$ cat src/esc_pkg.sv
// shared types, constants and calendar helpers for the epoch seconds calendar converter
package esc_pkg;

  localparam int IN_TDATA_W  = 72;
  localparam int OUT_TDATA_W = 72;

  // serial divider widths: 16-bit dividend, 17-bit partial remainder and divisor
  localparam int DVD_W = 16;
  localparam int REM_W = 17;
  localparam int CNT_W = 5;
  localparam int YOFF_W = 8;

  localparam logic [REM_W-1:0] SECS_PER_DAY  = 17'd86400;
  localparam logic [REM_W-1:0] SECS_PER_HOUR = 17'd3600;
  localparam logic [REM_W-1:0] SECS_PER_MIN  = 17'd60;
  localparam logic [REM_W-1:0] DAYS_PER_YEAR = 17'd365;

  localparam logic [CNT_W-1:0] DAY_STEPS  = 5'd16;
  localparam logic [CNT_W-1:0] YEAR_STEPS = 5'd8;
  localparam logic [CNT_W-1:0] HOUR_STEPS = 5'd5;
  localparam logic [CNT_W-1:0] MIN_STEPS  = 5'd6;

  localparam logic [11:0] BASE_YEAR = 12'd1970;
  localparam logic [11:0] LAST_YEAR = 12'd2099;
  localparam logic [YOFF_W-1:0] YEAR_SPAN = 8'd129;
  localparam logic [31:0] LAST_SECOND = 32'd4102444799;

  localparam logic [3:0] LAST_MONTH_IDX = 4'd11;

  typedef struct packed {
    logic             load;
    logic [REM_W-1:0] rem;
    logic [DVD_W-1:0] dvd;
    logic [REM_W-1:0] divisor;
    logic [CNT_W-1:0] steps;
  } sdiv_req_t;

  typedef struct packed {
    logic             busy;
    logic [DVD_W-1:0] quo;
    logic [REM_W-1:0] rem;
  } sdiv_rsp_t;

  // year offset from 1970 is a leap year when the calendar year is a multiple of four
  function automatic logic is_leap(input logic [YOFF_W-1:0] yoff);
    is_leap = (yoff[1:0] == 2'd2);
  endfunction

  // month index counted from 0
  function automatic logic [4:0] month_len(input logic [3:0] m, input logic leap);
    logic [4:0] len;
    case (m)
      4'd1: len = leap ? 5'd29 : 5'd28;
      4'd3, 4'd5, 4'd8, 4'd10: len = 5'd30;
      default: len = 5'd31;
    endcase
    month_len = len;
  endfunction

  function automatic logic [8:0] days_before_month(input logic [3:0] m, input logic leap);
    logic [8:0] d;
    case (m)
      4'd0: d = 9'd0;
      4'd1: d = 9'd31;
      4'd2: d = 9'd59;
      4'd3: d = 9'd90;
      4'd4: d = 9'd120;
      4'd5: d = 9'd151;
      4'd6: d = 9'd181;
      4'd7: d = 9'd212;
      4'd8: d = 9'd243;
      4'd9: d = 9'd273;
      4'd10: d = 9'd304;
      default: d = 9'd334;
    endcase
    if (leap && m >= 4'd2) begin
      d = d + 9'd1;
    end
    days_before_month = d;
  endfunction

endpackage

$ cat src/esc_sdiv.sv
// restoring shift-subtract divider, one quotient bit per cycle
module esc_sdiv (
  input  logic                 clk,
  input  logic                 rst_n,
  input  esc_pkg::sdiv_req_t   req_i,
  output esc_pkg::sdiv_rsp_t   rsp_o
);

  localparam int DW = esc_pkg::DVD_W;
  localparam int RW = esc_pkg::REM_W;
  localparam int CW = esc_pkg::CNT_W;

  logic [RW-1:0] p_r, p_nxt;
  logic [DW-1:0] d_r, d_nxt;
  logic [RW-1:0] dv_r, dv_nxt;
  logic [CW-1:0] cnt_r, cnt_nxt;
  logic [RW:0]   trial;
  logic [RW:0]   diff;

  always_comb begin
    trial   = {p_r, d_r[DW-1]};
    diff    = trial - {1'b0, dv_r};
    p_nxt   = p_r;
    d_nxt   = d_r;
    dv_nxt  = dv_r;
    cnt_nxt = cnt_r;
    if (req_i.load) begin
      p_nxt   = req_i.rem;
      d_nxt   = req_i.dvd;
      dv_nxt  = req_i.divisor;
      cnt_nxt = req_i.steps;
    end else if (cnt_r != '0) begin
      // top bit of diff set means the trial subtract borrowed
      if (!diff[RW]) begin
        p_nxt = diff[RW-1:0];
        d_nxt = {d_r[DW-2:0], 1'b1};
      end else begin
        p_nxt = trial[RW-1:0];
        d_nxt = {d_r[DW-2:0], 1'b0};
      end
      cnt_nxt = cnt_r - CW'(1);
    end
  end

  always_ff @(posedge clk) begin
    if (!rst_n) begin
      cnt_r <= '0;
    end else begin
      cnt_r <= cnt_nxt;
    end
    p_r  <= p_nxt;
    d_r  <= d_nxt;
    dv_r <= dv_nxt;
  end

  assign rsp_o.busy = (cnt_r != '0);
  assign rsp_o.quo  = d_r;
  assign rsp_o.rem  = p_r;

endmodule

$ cat src/epoch_seconds_calendar_converter.sv
// top level of the epoch seconds to calendar date and time converter
//
// One request on the in_ channel gives one result on the out_ channel.
// in_tuser selects the direction: 0 turns calendar fields into seconds
// since 1970-01-01 00:00:00, 1 turns seconds into calendar fields.
// Work from acceptance to out_tvalid; the next request can be taken in the cycle in which out_tvalid rises:
//   calendar to seconds: a short chain of shift-add steps
//   seconds to calendar: a serial divider splits the
//   seconds into days and time of day at one quotient bit per cycle,
//   then divides the days by 365 while a second
//   divider splits the time of day, and the month is found by a walk of
//   one month per cycle
//   seconds past 2099-12-31 23:59:59: fields saturate and
//   out_tuser flags the overflow
// One request is worked on at a time; in_tready is high while the block
// waits for a request, also while a finished result sits unclaimed in
// the output register. A stalled receiver holds the result; a further
// finished result waits inside until the output register is free.
// Reset empties the output register and returns to waiting.
module epoch_seconds_calendar_converter (
  input  logic        clk,
  input  logic        rst_n,
  input  logic        in_tvalid,
  output logic        in_tready,
  // epoch_seconds[31:0], in_year[43:32], in_month[47:44], in_day[52:48],
  // in_hour[57:53], in_minute[63:58], in_second[69:64], zero fill
  input  logic [71:0] in_tdata,
  // req_type
  input  logic [0:0]  in_tuser,
  output logic        out_tvalid,
  input  logic        out_tready,
  // out_seconds[31:0], out_year[43:32], out_month[47:44], out_day[52:48],
  // out_hour[57:53], out_minute[63:58], out_second[69:64], zero fill
  output logic [71:0] out_tdata,
  // out_of_range
  output logic [0:0]  out_tuser
);

  localparam int YW = esc_pkg::YOFF_W;

  typedef enum logic [3:0] {
    S_IDLE, S_DAYS, S_YEAR, S_MONTH, S_CBASE, S_CDAYS, S_CHOUR, S_CMIN, S_CSEC, S_DONE
  } state_t;

  typedef enum logic [1:0] {B_IDLE, B_HOUR, B_MIN, B_FIN} b_stage_t;

  state_t   state_r, state_nxt;
  b_stage_t b_stage_r, b_stage_nxt;

  logic        mode_r, mode_nxt;
  logic [11:0] year_in_r, year_in_nxt;
  logic [3:0]  month_in_r, month_in_nxt;
  logic [4:0]  day_in_r, day_in_nxt;
  logic [4:0]  hour_r, hour_nxt;
  logic [5:0]  min_r, min_nxt;
  logic [5:0]  sec_r, sec_nxt;
  logic [31:0] acc_r, acc_nxt;
  logic [YW-1:0] yr_r, yr_nxt;
  logic [3:0]  mon_r, mon_nxt;
  logic [8:0]  diy_r, diy_nxt;
  logic        oor_r, oor_nxt;

  logic [71:0] out_tdata_r, out_tdata_nxt;
  logic        out_tuser_r, out_tuser_nxt;
  logic        out_tvalid_r, out_tvalid_nxt;

  esc_pkg::sdiv_req_t a_req, b_req;
  esc_pkg::sdiv_rsp_t a_rsp, b_rsp;

  logic        accept;
  logic [31:0] ts_in;

  // calendar to seconds helpers
  logic [YW-1:0] ycl;
  logic [3:0]    mi;
  logic [4:0]    dd;
  logic [16:0]   base_days;
  logic [8:0]    dbm;

  // year correction helpers
  logic [YW-1:0] q_est;
  logic [8:0]    r_est;
  logic [8:0]    leap_days;
  logic [9:0]    back_diy;
  logic [4:0]    mlen;

  logic [11:0] res_year;
  logic [3:0]  res_month;
  logic [4:0]  res_day;
  logic        res_oor;

  esc_sdiv u_div_a (
    .clk   (clk),
    .rst_n (rst_n),
    .req_i (a_req),
    .rsp_o (a_rsp)
  );

  esc_sdiv u_div_b (
    .clk   (clk),
    .rst_n (rst_n),
    .req_i (b_req),
    .rsp_o (b_rsp)
  );

  assign in_tready = (state_r == S_IDLE);
  assign accept    = in_tvalid && in_tready;
  assign ts_in     = in_tdata[31:0];

  always_comb begin
    if (year_in_r < esc_pkg::BASE_YEAR) begin
      ycl = '0;
    end else if (year_in_r > esc_pkg::LAST_YEAR) begin
      ycl = esc_pkg::YEAR_SPAN;
    end else begin
      ycl = YW'(year_in_r - esc_pkg::BASE_YEAR);
    end
    if (month_in_r == 4'd0) begin
      mi = 4'd0;
    end else if (month_in_r > 4'd12) begin
      mi = esc_pkg::LAST_MONTH_IDX;
    end else begin
      mi = month_in_r - 4'd1;
    end
    dd        = (day_in_r == 5'd0) ? 5'd0 : day_in_r - 5'd1;
    base_days = 17'(ycl) * esc_pkg::DAYS_PER_YEAR + 17'((9'(ycl) + 9'd1) >> 2);
    dbm       = esc_pkg::days_before_month(mi, esc_pkg::is_leap(ycl));
  end

  always_comb begin
    q_est     = a_rsp.quo[YW-1:0];
    r_est     = a_rsp.rem[8:0];
    leap_days = (9'(q_est) + 9'd1) >> 2;
    // estimate one year too high: fall back into the previous year
    back_diy  = 10'(r_est) + 10'(esc_pkg::DAYS_PER_YEAR) - 10'(q_est >> 2);
    mlen      = esc_pkg::month_len(mon_r, esc_pkg::is_leap(yr_r));
  end

  always_comb begin
    res_year  = 12'(yr_r) + esc_pkg::BASE_YEAR;
    res_month = mon_r + 4'd1;
    res_day   = diy_r[4:0] + 5'd1;
    res_oor   = mode_r ? oor_r : (acc_r > esc_pkg::LAST_SECOND);
  end

  always_comb begin
    state_nxt      = state_r;
    b_stage_nxt    = b_stage_r;
    mode_nxt       = mode_r;
    year_in_nxt    = year_in_r;
    month_in_nxt   = month_in_r;
    day_in_nxt     = day_in_r;
    hour_nxt       = hour_r;
    min_nxt        = min_r;
    sec_nxt        = sec_r;
    acc_nxt        = acc_r;
    yr_nxt         = yr_r;
    mon_nxt        = mon_r;
    diy_nxt        = diy_r;
    oor_nxt        = oor_r;
    out_tdata_nxt  = out_tdata_r;
    out_tuser_nxt  = out_tuser_r;
    out_tvalid_nxt = out_tvalid_r && !out_tready;
    a_req          = '0;
    b_req          = '0;

    // time of day split runs beside the year and month search
    case (b_stage_r)
      B_HOUR: begin
        if (!b_rsp.busy) begin
          hour_nxt      = b_rsp.quo[4:0];
          b_req.load    = 1'b1;
          b_req.rem     = 17'(b_rsp.rem[11:6]);
          b_req.dvd     = {b_rsp.rem[5:0], 10'd0};
          b_req.divisor = esc_pkg::SECS_PER_MIN;
          b_req.steps   = esc_pkg::MIN_STEPS;
          b_stage_nxt   = B_MIN;
        end
      end
      B_MIN: begin
        if (!b_rsp.busy) begin
          min_nxt     = b_rsp.quo[5:0];
          sec_nxt     = b_rsp.rem[5:0];
          b_stage_nxt = B_FIN;
        end
      end
      default: ;
    endcase

    case (state_r)
      S_IDLE: begin
        if (accept) begin
          mode_nxt     = in_tuser[0];
          year_in_nxt  = in_tdata[43:32];
          month_in_nxt = in_tdata[47:44];
          day_in_nxt   = in_tdata[52:48];
          hour_nxt     = in_tdata[57:53];
          min_nxt      = in_tdata[63:58];
          sec_nxt      = in_tdata[69:64];
          oor_nxt      = 1'b0;
          b_stage_nxt  = B_IDLE;
          if (!in_tuser[0]) begin
            state_nxt = S_CBASE;
          end else if (ts_in > esc_pkg::LAST_SECOND) begin
            yr_nxt    = esc_pkg::YEAR_SPAN;
            mon_nxt   = esc_pkg::LAST_MONTH_IDX;
            diy_nxt   = 9'd30;
            hour_nxt  = 5'd23;
            min_nxt   = 6'd59;
            sec_nxt   = 6'd59;
            oor_nxt   = 1'b1;
            state_nxt = S_DONE;
          end else begin
            // top 16 bits are below 86400, so the high quotient bits are zero
            a_req.load    = 1'b1;
            a_req.rem     = 17'(ts_in[31:16]);
            a_req.dvd     = ts_in[15:0];
            a_req.divisor = esc_pkg::SECS_PER_DAY;
            a_req.steps   = esc_pkg::DAY_STEPS;
            state_nxt     = S_DAYS;
          end
        end
      end
      S_DAYS: begin
        if (!a_rsp.busy) begin
          a_req.load    = 1'b1;
          a_req.rem     = 17'(a_rsp.quo[15:8]);
          a_req.dvd     = {a_rsp.quo[7:0], 8'd0};
          a_req.divisor = esc_pkg::DAYS_PER_YEAR;
          a_req.steps   = esc_pkg::YEAR_STEPS;
          b_req.load    = 1'b1;
          b_req.rem     = 17'(a_rsp.rem[16:5]);
          b_req.dvd     = {a_rsp.rem[4:0], 11'd0};
          b_req.divisor = esc_pkg::SECS_PER_HOUR;
          b_req.steps   = esc_pkg::HOUR_STEPS;
          b_stage_nxt   = B_HOUR;
          state_nxt     = S_YEAR;
        end
      end
      S_YEAR: begin
        if (!a_rsp.busy) begin
          if (r_est >= leap_days) begin
            yr_nxt  = q_est;
            diy_nxt = r_est - leap_days;
          end else begin
            yr_nxt  = q_est - YW'(1);
            diy_nxt = back_diy[8:0];
          end
          mon_nxt   = 4'd0;
          state_nxt = S_MONTH;
        end
      end
      S_MONTH: begin
        if (mon_r != esc_pkg::LAST_MONTH_IDX && diy_r >= 9'(mlen)) begin
          diy_nxt = diy_r - 9'(mlen);
          mon_nxt = mon_r + 4'd1;
        end else if (b_stage_r == B_FIN) begin
          state_nxt = S_DONE;
        end
      end
      S_CBASE: begin
        acc_nxt   = 32'(base_days);
        state_nxt = S_CDAYS;
      end
      S_CDAYS: begin
        acc_nxt   = acc_r + 32'(dbm) + 32'(dd);
        state_nxt = S_CHOUR;
      end
      S_CHOUR: begin
        acc_nxt   = (acc_r << 4) + (acc_r << 3) + 32'(hour_r);
        state_nxt = S_CMIN;
      end
      S_CMIN: begin
        acc_nxt   = (acc_r << 6) - (acc_r << 2) + 32'(min_r);
        state_nxt = S_CSEC;
      end
      S_CSEC: begin
        acc_nxt   = (acc_r << 6) - (acc_r << 2) + 32'(sec_r);
        state_nxt = S_DONE;
      end
      S_DONE: begin
        if (!out_tvalid_r || out_tready) begin
          if (mode_r) begin
            out_tdata_nxt = {2'd0, sec_r, min_r, hour_r, res_day, res_month, res_year, 32'd0};
          end else begin
            out_tdata_nxt = {40'd0, acc_r};
          end
          out_tuser_nxt  = res_oor;
          out_tvalid_nxt = 1'b1;
          state_nxt      = S_IDLE;
        end
      end
      default: state_nxt = S_IDLE;
    endcase
  end

  always_ff @(posedge clk) begin
    if (!rst_n) begin
      state_r      <= S_IDLE;
      b_stage_r    <= B_IDLE;
      out_tvalid_r <= 1'b0;
    end else begin
      state_r      <= state_nxt;
      b_stage_r    <= b_stage_nxt;
      out_tvalid_r <= out_tvalid_nxt;
    end
    mode_r      <= mode_nxt;
    year_in_r   <= year_in_nxt;
    month_in_r  <= month_in_nxt;
    day_in_r    <= day_in_nxt;
    hour_r      <= hour_nxt;
    min_r       <= min_nxt;
    sec_r       <= sec_nxt;
    acc_r       <= acc_nxt;
    yr_r        <= yr_nxt;
    mon_r       <= mon_nxt;
    diy_r       <= diy_nxt;
    oor_r       <= oor_nxt;
    out_tdata_r <= out_tdata_nxt;
    out_tuser_r <= out_tuser_nxt;
  end

  assign out_tvalid   = out_tvalid_r;
  assign out_tdata    = out_tdata_r;
  assign out_tuser[0] = out_tuser_r;

endmodule

$ cat config.mk
export PLATFORM = sky130hd
export DESIGN_NAME = epoch_seconds_calendar_converter
export DESIGN_NICKNAME = d
export VERILOG_FILES = /design/src/esc_pkg.sv /design/src/esc_sdiv.sv /design/src/epoch_seconds_calendar_converter.sv
export SDC_FILE = /design/constraint.sdc
export NUM_CORES = 1
export LEC_CHECK = 0
export ABC_CLOCK_PERIOD_IN_PS = 6700
export BUFFER_PORTS_ARGS = -buffer_cell sky130_fd_sc_hd__buf_2
export CAP_MARGIN = 5
export CORE_ASPECT_RATIO = 0.9
export CORE_MARGIN = 10
export CORE_UTILIZATION = 58
export CTS_BUF_LIST = sky130_fd_sc_hd__clkbuf_8
export DETAILED_ROUTE_END_ITERATION = 7
export PLACE_DENSITY = 0.8
export REMOVE_ABC_BUFFERS = 1
export SYNTH_ARGS = -nofsm -noshare
export SYNTH_HDL_FRONTEND = slang
export SYNTH_SLANG_ARGS = --single-unit
$ cat constraint.sdc
create_clock -name clk -period 6.7 [get_ports clk]
set_clock_uncertainty 0.1 [all_clocks]
set_input_delay 1.005 -clock clk [delete_from_list [all_inputs] [get_ports clk]]
set_output_delay 1.005 -clock clk [all_outputs]
set_load 0.03 [all_outputs]
==> impl_metrics.csv, run 1 <==
group,metric,value,unit
placement,place_hpwl,44.0,mm
timing,timing.hold.ws,0.405,ns
clock_tree,postCtsHoldBufs,0,
placement,preCtsSetupSlack,0.0298,ns
finish,n_antenna_cell,0,
run_status,status,"finished clean",
critical_path,crit_top_cell,"ha_1",
placement,gp_congestion,0.918,
clock_tree,clk_path_buf_depth,3,
logic_synthesis,syn_avg_cell_area,9.22,um^2
critical_path,worstPathArrival,6.70,ns
global_routing,overflow,0,
route,antenna_left,0,
floorplan,num_rows,66,
clock_tree,cts_made_buffers,47,
clock_tree,cts_sinks,253,
finish,seq_area,0.00726,mm^2
timing,clock.fmax,0.156,GHz
critical_path,critPathMaxStageDelay,0.53,ns
route,avgRoutedWirePerCell,19.5,um
floorplan,core-area,0.0360,mm^2
finish,fin_util,64.9,%
logic_synthesis,synth_edf_count,219,
floorplan,fp.dieH,201,um
timing,setup_violations,0,
clock_tree,clock_latency,0.64,ns
timing,period_minus_slack,6.42,ns
global_routing,antenna_found_initial,0,
timing,slew_headroom,30.6,%
logic_synthesis,yosys_most_used_dff,"edfxtp_1",
critical_path,crit_fanout,3,
timing,hold_violations,0,
logic_synthesis,netlist_instances,2289,
finish,area_delta_synth_final,10.7,%
clock_tree,htree_levels,2,
logic_synthesis,synth-seq-cells,253,
timing,worst_pin_slew,1.03,ns
timing,finalCritPeriodShare,95.8,%
hold_path,hold_class,"reg2reg",
floorplan,die_area,0.0444,mm^2
floorplan,start_util,58.6,%
clock_tree,cts_tree,"done",
finish,multi_input_area,0.0129,mm^2
placement,dp.cells,2863,
timing,postLayoutSetupSlackWorst,0.278,ns
finish,fin_cells,2953,
route,drt_wl_total,57.7,mm
route,vias,18100,
global_routing,track_usage,24.7,%
job,maxCapViolations,0,
logic_synthesis,syn_area,0.0211,mm^2
route,drt_iter0_drc,1971,
logic_synthesis,seq_area_frac_synth,34.4,%
clock_tree,cts_root_buffer,"clkbuf_8",
route,viasPerCell,6.13,
placement,placement.io_buffers,147,
timing,grt_setup_unrepaired,"yes",
finish,drive_gt1_share,12.7,%
global_routing,grt_pass1_vias,17400,
finish,fill_cells,3008,
clock_tree,path_clk_slew,0.06,ns
logic_synthesis,yosys_warnings,0,
timing,drv_slew,0,
floorplan,ios,152,
critical_path,cp-start-kind,"flop",
global_routing,grt_max_degree,69,
logic_synthesis,ys_types,97,
route,drc,0,
logic_synthesis,async_reset_ff_share,0,%
global_routing,grt_first_pass_wirelength,91.4,mm
critical_path,slowest_stage,"fa_1",
floorplan,fp.dieW,221,um
critical_path,crit_required,6.98,ns
route,first_pass_iters,5,
critical_path,setup.worst_path.class,"reg2reg",
critical_path,critPathCaptureType,"flop",
finish,layout.nets,2781,
-- what timing repair did --
action,CTS,global route
resized for setup,1,21
endpoints found under the setup margin,1,7
pin swaps,0,4
buffers inserted,0,1
-- worst max-delay path, delay by kind of cell (launching register included) --
family	cells	cell delay [ns]
flops	1	0.41
fa+ha+maj	7	2.37
buf+inv	4	0.27
simple gates	8	1.03
compound gates	9	1.63
xor+xnor	2	0.35
-- final cells by class --
| class | instances | share of cell area, % |
|---|---|---|
| Multi-Input combinational cell | 1767 | 55.3 |
| Sequential cell | 253 | 31.0 |
| Timing Repair Buffer | 181 | 4.23 |
| Inverter | 188 | 3.02 |
| Clock buffer | 47 | 2.77 |
| Tap cell | 476 | 2.55 |
| Clock inverter | 41 | 1.09 |
-- state kept, by name, summed over array words and instances (netlist names), 4 cells and up --
| register | count |
|---|---|
| out_tdata | 70 |
| acc_r | 32 |
| u_div_a.p_r | 17 |
| u_div_b.p_r | 17 |
| u_div_a.d_r | 16 |
| u_div_b.d_r | 16 |
| year_in_r | 12 |
| diy_r | 9 |
| yr_r | 8 |
| min_r | 6 |
| sec_r | 6 |
| day_in_r | 5 |
| hour_r | 5 |
| u_div_a.cnt_r | 5 |
| u_div_b.cnt_r | 5 |
| mon_r | 4 |
| month_in_r | 4 |
| state_r | 4 |
-- cells by family after synthesis --
kind of cell / synth area share, %
AO/OA/AOI/OAI: 16.8
XOR/XNOR: 7.72
adder cells (fa/ha/maj): 17.1
buffers and inverters: 4.90
flip-flops: 34.4
multiplexers: 1.54
other: 0.0178
AND/OR/NAND/NOR: 17.6
-- layer usage --
layer  vias to the layer above  global-route usage (%)  part of all wire (%)
met5                         -                       0                     0
met2                       848                    38.3                    45
met3                       122                    5.02                   8.9
met4                         0                    8.38                   2.7
met1                      8604                    33.8                    44
li1                       8538                       -                     -
-- layout by cell type, fill, tap and decap left out, drive strengths merged, types with 52 or more instances in the layout --
cell type and n:
nor3 52, nor2 194, nand2 214, buf 181, xnor2 111, a21oi 127
xor2 75, inv 200, ha 228, o21ai 117, edfxtp 219
-- through the flow --
stage / area, um^2 / setup TNS [ns]
2_1_floorplan: 20800 / 0
3_3_place_gp: 22400 / 0
3_5_place_dp: 22400 / 0
4_1_cts: 23300 / 0
5_1_grt: 23400 / -0.0332
6_report: 23400 / 0
-- cell usage after synthesis, drive strengths merged, types with 6 or more instances --
library cell,count,share of area [%]
nor2b,41,1.2
nand4,23,0.77
o31ai,17,0.60
inv,185,3.3
xnor2,111,4.6
o22ai,16,0.50
buf,13,0.33
and2,38,1.1
mux2i,20,0.95
o31a,7,0.29
o21ai,117,2.8
edfxtp,219,31
a22oi,28,1.0
nor4,18,0.66
and4,11,0.46
nor3b,7,0.30
xor2,75,3.1
nor3,52,1.3
fa,38,3.6
a21o,38,1.4
and3,24,0.71
mux2,11,0.59
nand3,47,1.1
o21bai,8,0.34
a222oi,9,0.43
o211ai,7,0.27
clkbuf,69,1.2
nand2,214,3.8
o21a,28,1.0
or2,14,0.41
a211oi,19,0.72
nor2,194,3.4
ha,228,14
a31oi,42,1.2
o41ai,6,0.25
nand2b,30,0.89
a21boi,14,0.50
or3,13,0.41
dfxtp,34,3.2
a21oi,127,3.0
o22a,6,0.25
-- final timing paths --
kind | cells past startpoint | endpoint | slack (ns) | start
max | 30 | acc_r[15] | 0.28 | year_in_r[2]
min | 2 | sec_r[1] | 0.41 | sec_r[1]
max reg2reg | 30 | acc_r[15] | 0.28 | year_in_r[2]
min reg2reg | 2 | sec_r[1] | 0.41 | sec_r[1]
Power of run 1 is left out: the tool's default activity adds up to more than one toggle a clock period on the data nets, which glitch-free logic cannot reach.
==> inputs of run 2 (changes only) <==
CELL_PAD_IN_SITES_DETAIL_PLACEMENT = 1   (was not set)
CELL_PAD_IN_SITES_GLOBAL_PLACEMENT = 1   (was not set)
CORE_UTILIZATION = 45   (was 58)
==> impl_metrics.csv, run 2 (synthesis results as in run 1) <==
group,metric,value,unit
run_status,status,"finished clean",
placement,placement.io_buffers,147,
floorplan,fp.dieH,225,um
route,drt_wl_total,67.8,mm
finish,fill_cells,5469,
timing,grt_setup_unrepaired,"yes",
hold_path,hold_class,"reg2reg",
route,vias,18300,
floorplan,start_util,45.4,%
clock_tree,postCtsHoldBufs,0,
clock_tree,cts_sinks,253,
route,topRoutingLayerUsed,"met5",
finish,n_antenna_cell,0,
critical_path,critPathTopFamily,"adder cells",
clock_tree,cts_tree,"done",
global_routing,grt_pass1_vias,19100,
placement,place_hpwl,51.2,mm
route,antenna_left,0,
route,drt_iter0_drc,1412,
timing,setup_violations,0,
clock_tree,htree_levels,2,
global_routing,overflow,0,
route,drc,0,
timing,finalCritPeriodShare,98.8,%
global_routing,antenna_found_initial,3,
clock_tree,clk_path_buf_depth,3,
placement,gp_congestion,0.935,
critical_path,slowest_stage,"fa_1",
critical_path,crit_buf_inv,4,
job,maxCapViolations,0,
floorplan,fp.dieW,248,um
timing,drv_slew,0,
global_routing,grt_first_pass_wirelength,105,mm
timing,hold_violations,0,
critical_path,worstPathArrival,6.90,ns
finish,area_delta_synth_final,12.6,%
route,dr_wl_met2,31.5,mm
critical_path,cp-start-kind,"flop",
critical_path,critPathCaptureType,"flop",
timing,clock.fmax,0.151,GHz
floorplan,die_area,0.0560,mm^2
timing,worst_pin_slew,1.00,ns
global_routing,track_usage,23.3,%
clock_tree,cts_root_buffer,"clkbuf_8",
global_routing,grt_max_degree,59,
finish,drive_gt1_share,13.6,%
critical_path,crit_required,6.98,ns
floorplan,core-area,0.0465,mm^2
route,wl_met1,30.1,mm
timing,timing.hold.ws,0.398,ns
clock_tree,cts_made_buffers,48,
route,first_pass_iters,5,
route,viasPerCell,5.90,
floorplan,num_rows,75,
clock_tree,path_clk_slew,0.08,ns
timing,period_minus_slack,6.62,ns
critical_path,critPathMaxStageDelay,0.56,ns
critical_path,crit_fanout,4,
finish,final_cell_mix,"ha_1 (222), edfxtp_1 (219), nand2_1 (213), nor2_1 (190), inv_1 (190)",
critical_path,setup.worst_path.class,"reg2reg",
route,avgRoutedWirePerCell,21.9,um
floorplan,ios,152,
finish,largest_register_ffs,70,
clock_tree,clock_latency,0.65,ns
finish,final_common_cell,"ha_1",
route,wl_met3,4.12,mm
finish,layout.nets,2790,
timing,slew_headroom,32.7,%
## run 2: layer usage
layer | track usage, % | vias to the layer above
li1 | - | 8548
met5 | 0.275 | -
met4 | 7.40 | 2
met1 | 31.1 | 9082
met3 | 4.02 | 125
met2 | 37.8 | 526
## run 2: worst register-to-register path, stage by stage, from the launching register on
cell and delay (ns):
edfxtp_1 0.46, or3_4 0.41, xnor2_2 0.15, or3_4 0.41, inv_4 0.08, ha_4 0.14
nand3_4 0.08, nor4_4 0.35, xnor2_1 0.15, fa_1 0.41, inv_1 0.09, ha_1 0.24
ha_1 0.29, inv_1 0.06, fa_1 0.56, inv_1 0.09, ha_1 0.31, a21o_1 0.18
a21oi_2 0.18, nor2b_1 0.07, o21a_1 0.19, o22a_1 0.21, a41o_1 0.27, o41a_1 0.37
a31oi_1 0.21, xnor2_1 0.19, o21ai_1 0.09
## run 2: per-stage QoR
stage / setup slack (ns) / util, % / instance area, um^2 / instances / setup TNS [ns]
after floorplan: 0.128 / - / 20800 / 2208 / 0
after global placement: 0.0635 / 48.5 / 22600 / 3004 / 0
after detailed placement: -0.231 / 48.5 / 22600 / 3004 / -0.353
after CTS: -0.0270 / 50.6 / 23500 / 3090 / -0.0270
after global routing: -0.194 / 51.1 / 23800 / 3099 / -0.315
final: 0.0793 / 51.1 / 23800 / 3099 / 0
## run 2: final cells by class
type / instances / area [um^2] / share of cell area [%]
flip-flops and latches: 253 / 7260 / 30.5
multi-input cells: 1767 / 13000 / 54.8
clock inverters: 34 / 243 / 1.02
repair buffers: 189 / 1050 / 4.41
well taps: 616 / 771 / 3.24
clock buffers: 52 / 716 / 3.01
inverters: 188 / 708 / 2.98
## run 2: path summary, 6_finish.rpt
check | startpoint | cells after the start | end | slack [ns]
worst max register to register | year_in_r[3] | 26 | acc_r[16] | 0.08
worst max-delay path | year_in_r[3] | 26 | acc_r[16] | 0.08
worst min register to register | min_r[5] | 2 | min_r[5] | 0.40
worst min-delay path | min_r[5] | 2 | min_r[5] | 0.40
## run 2: timing repair
action | in CTS | in global routing
pin swaps | 0 | 29
resized for setup | 6 | 34
setup endpoints to repair | 4 | 14
setup buffers | 0 | 8
Power of run 2 is left out for the same reason.
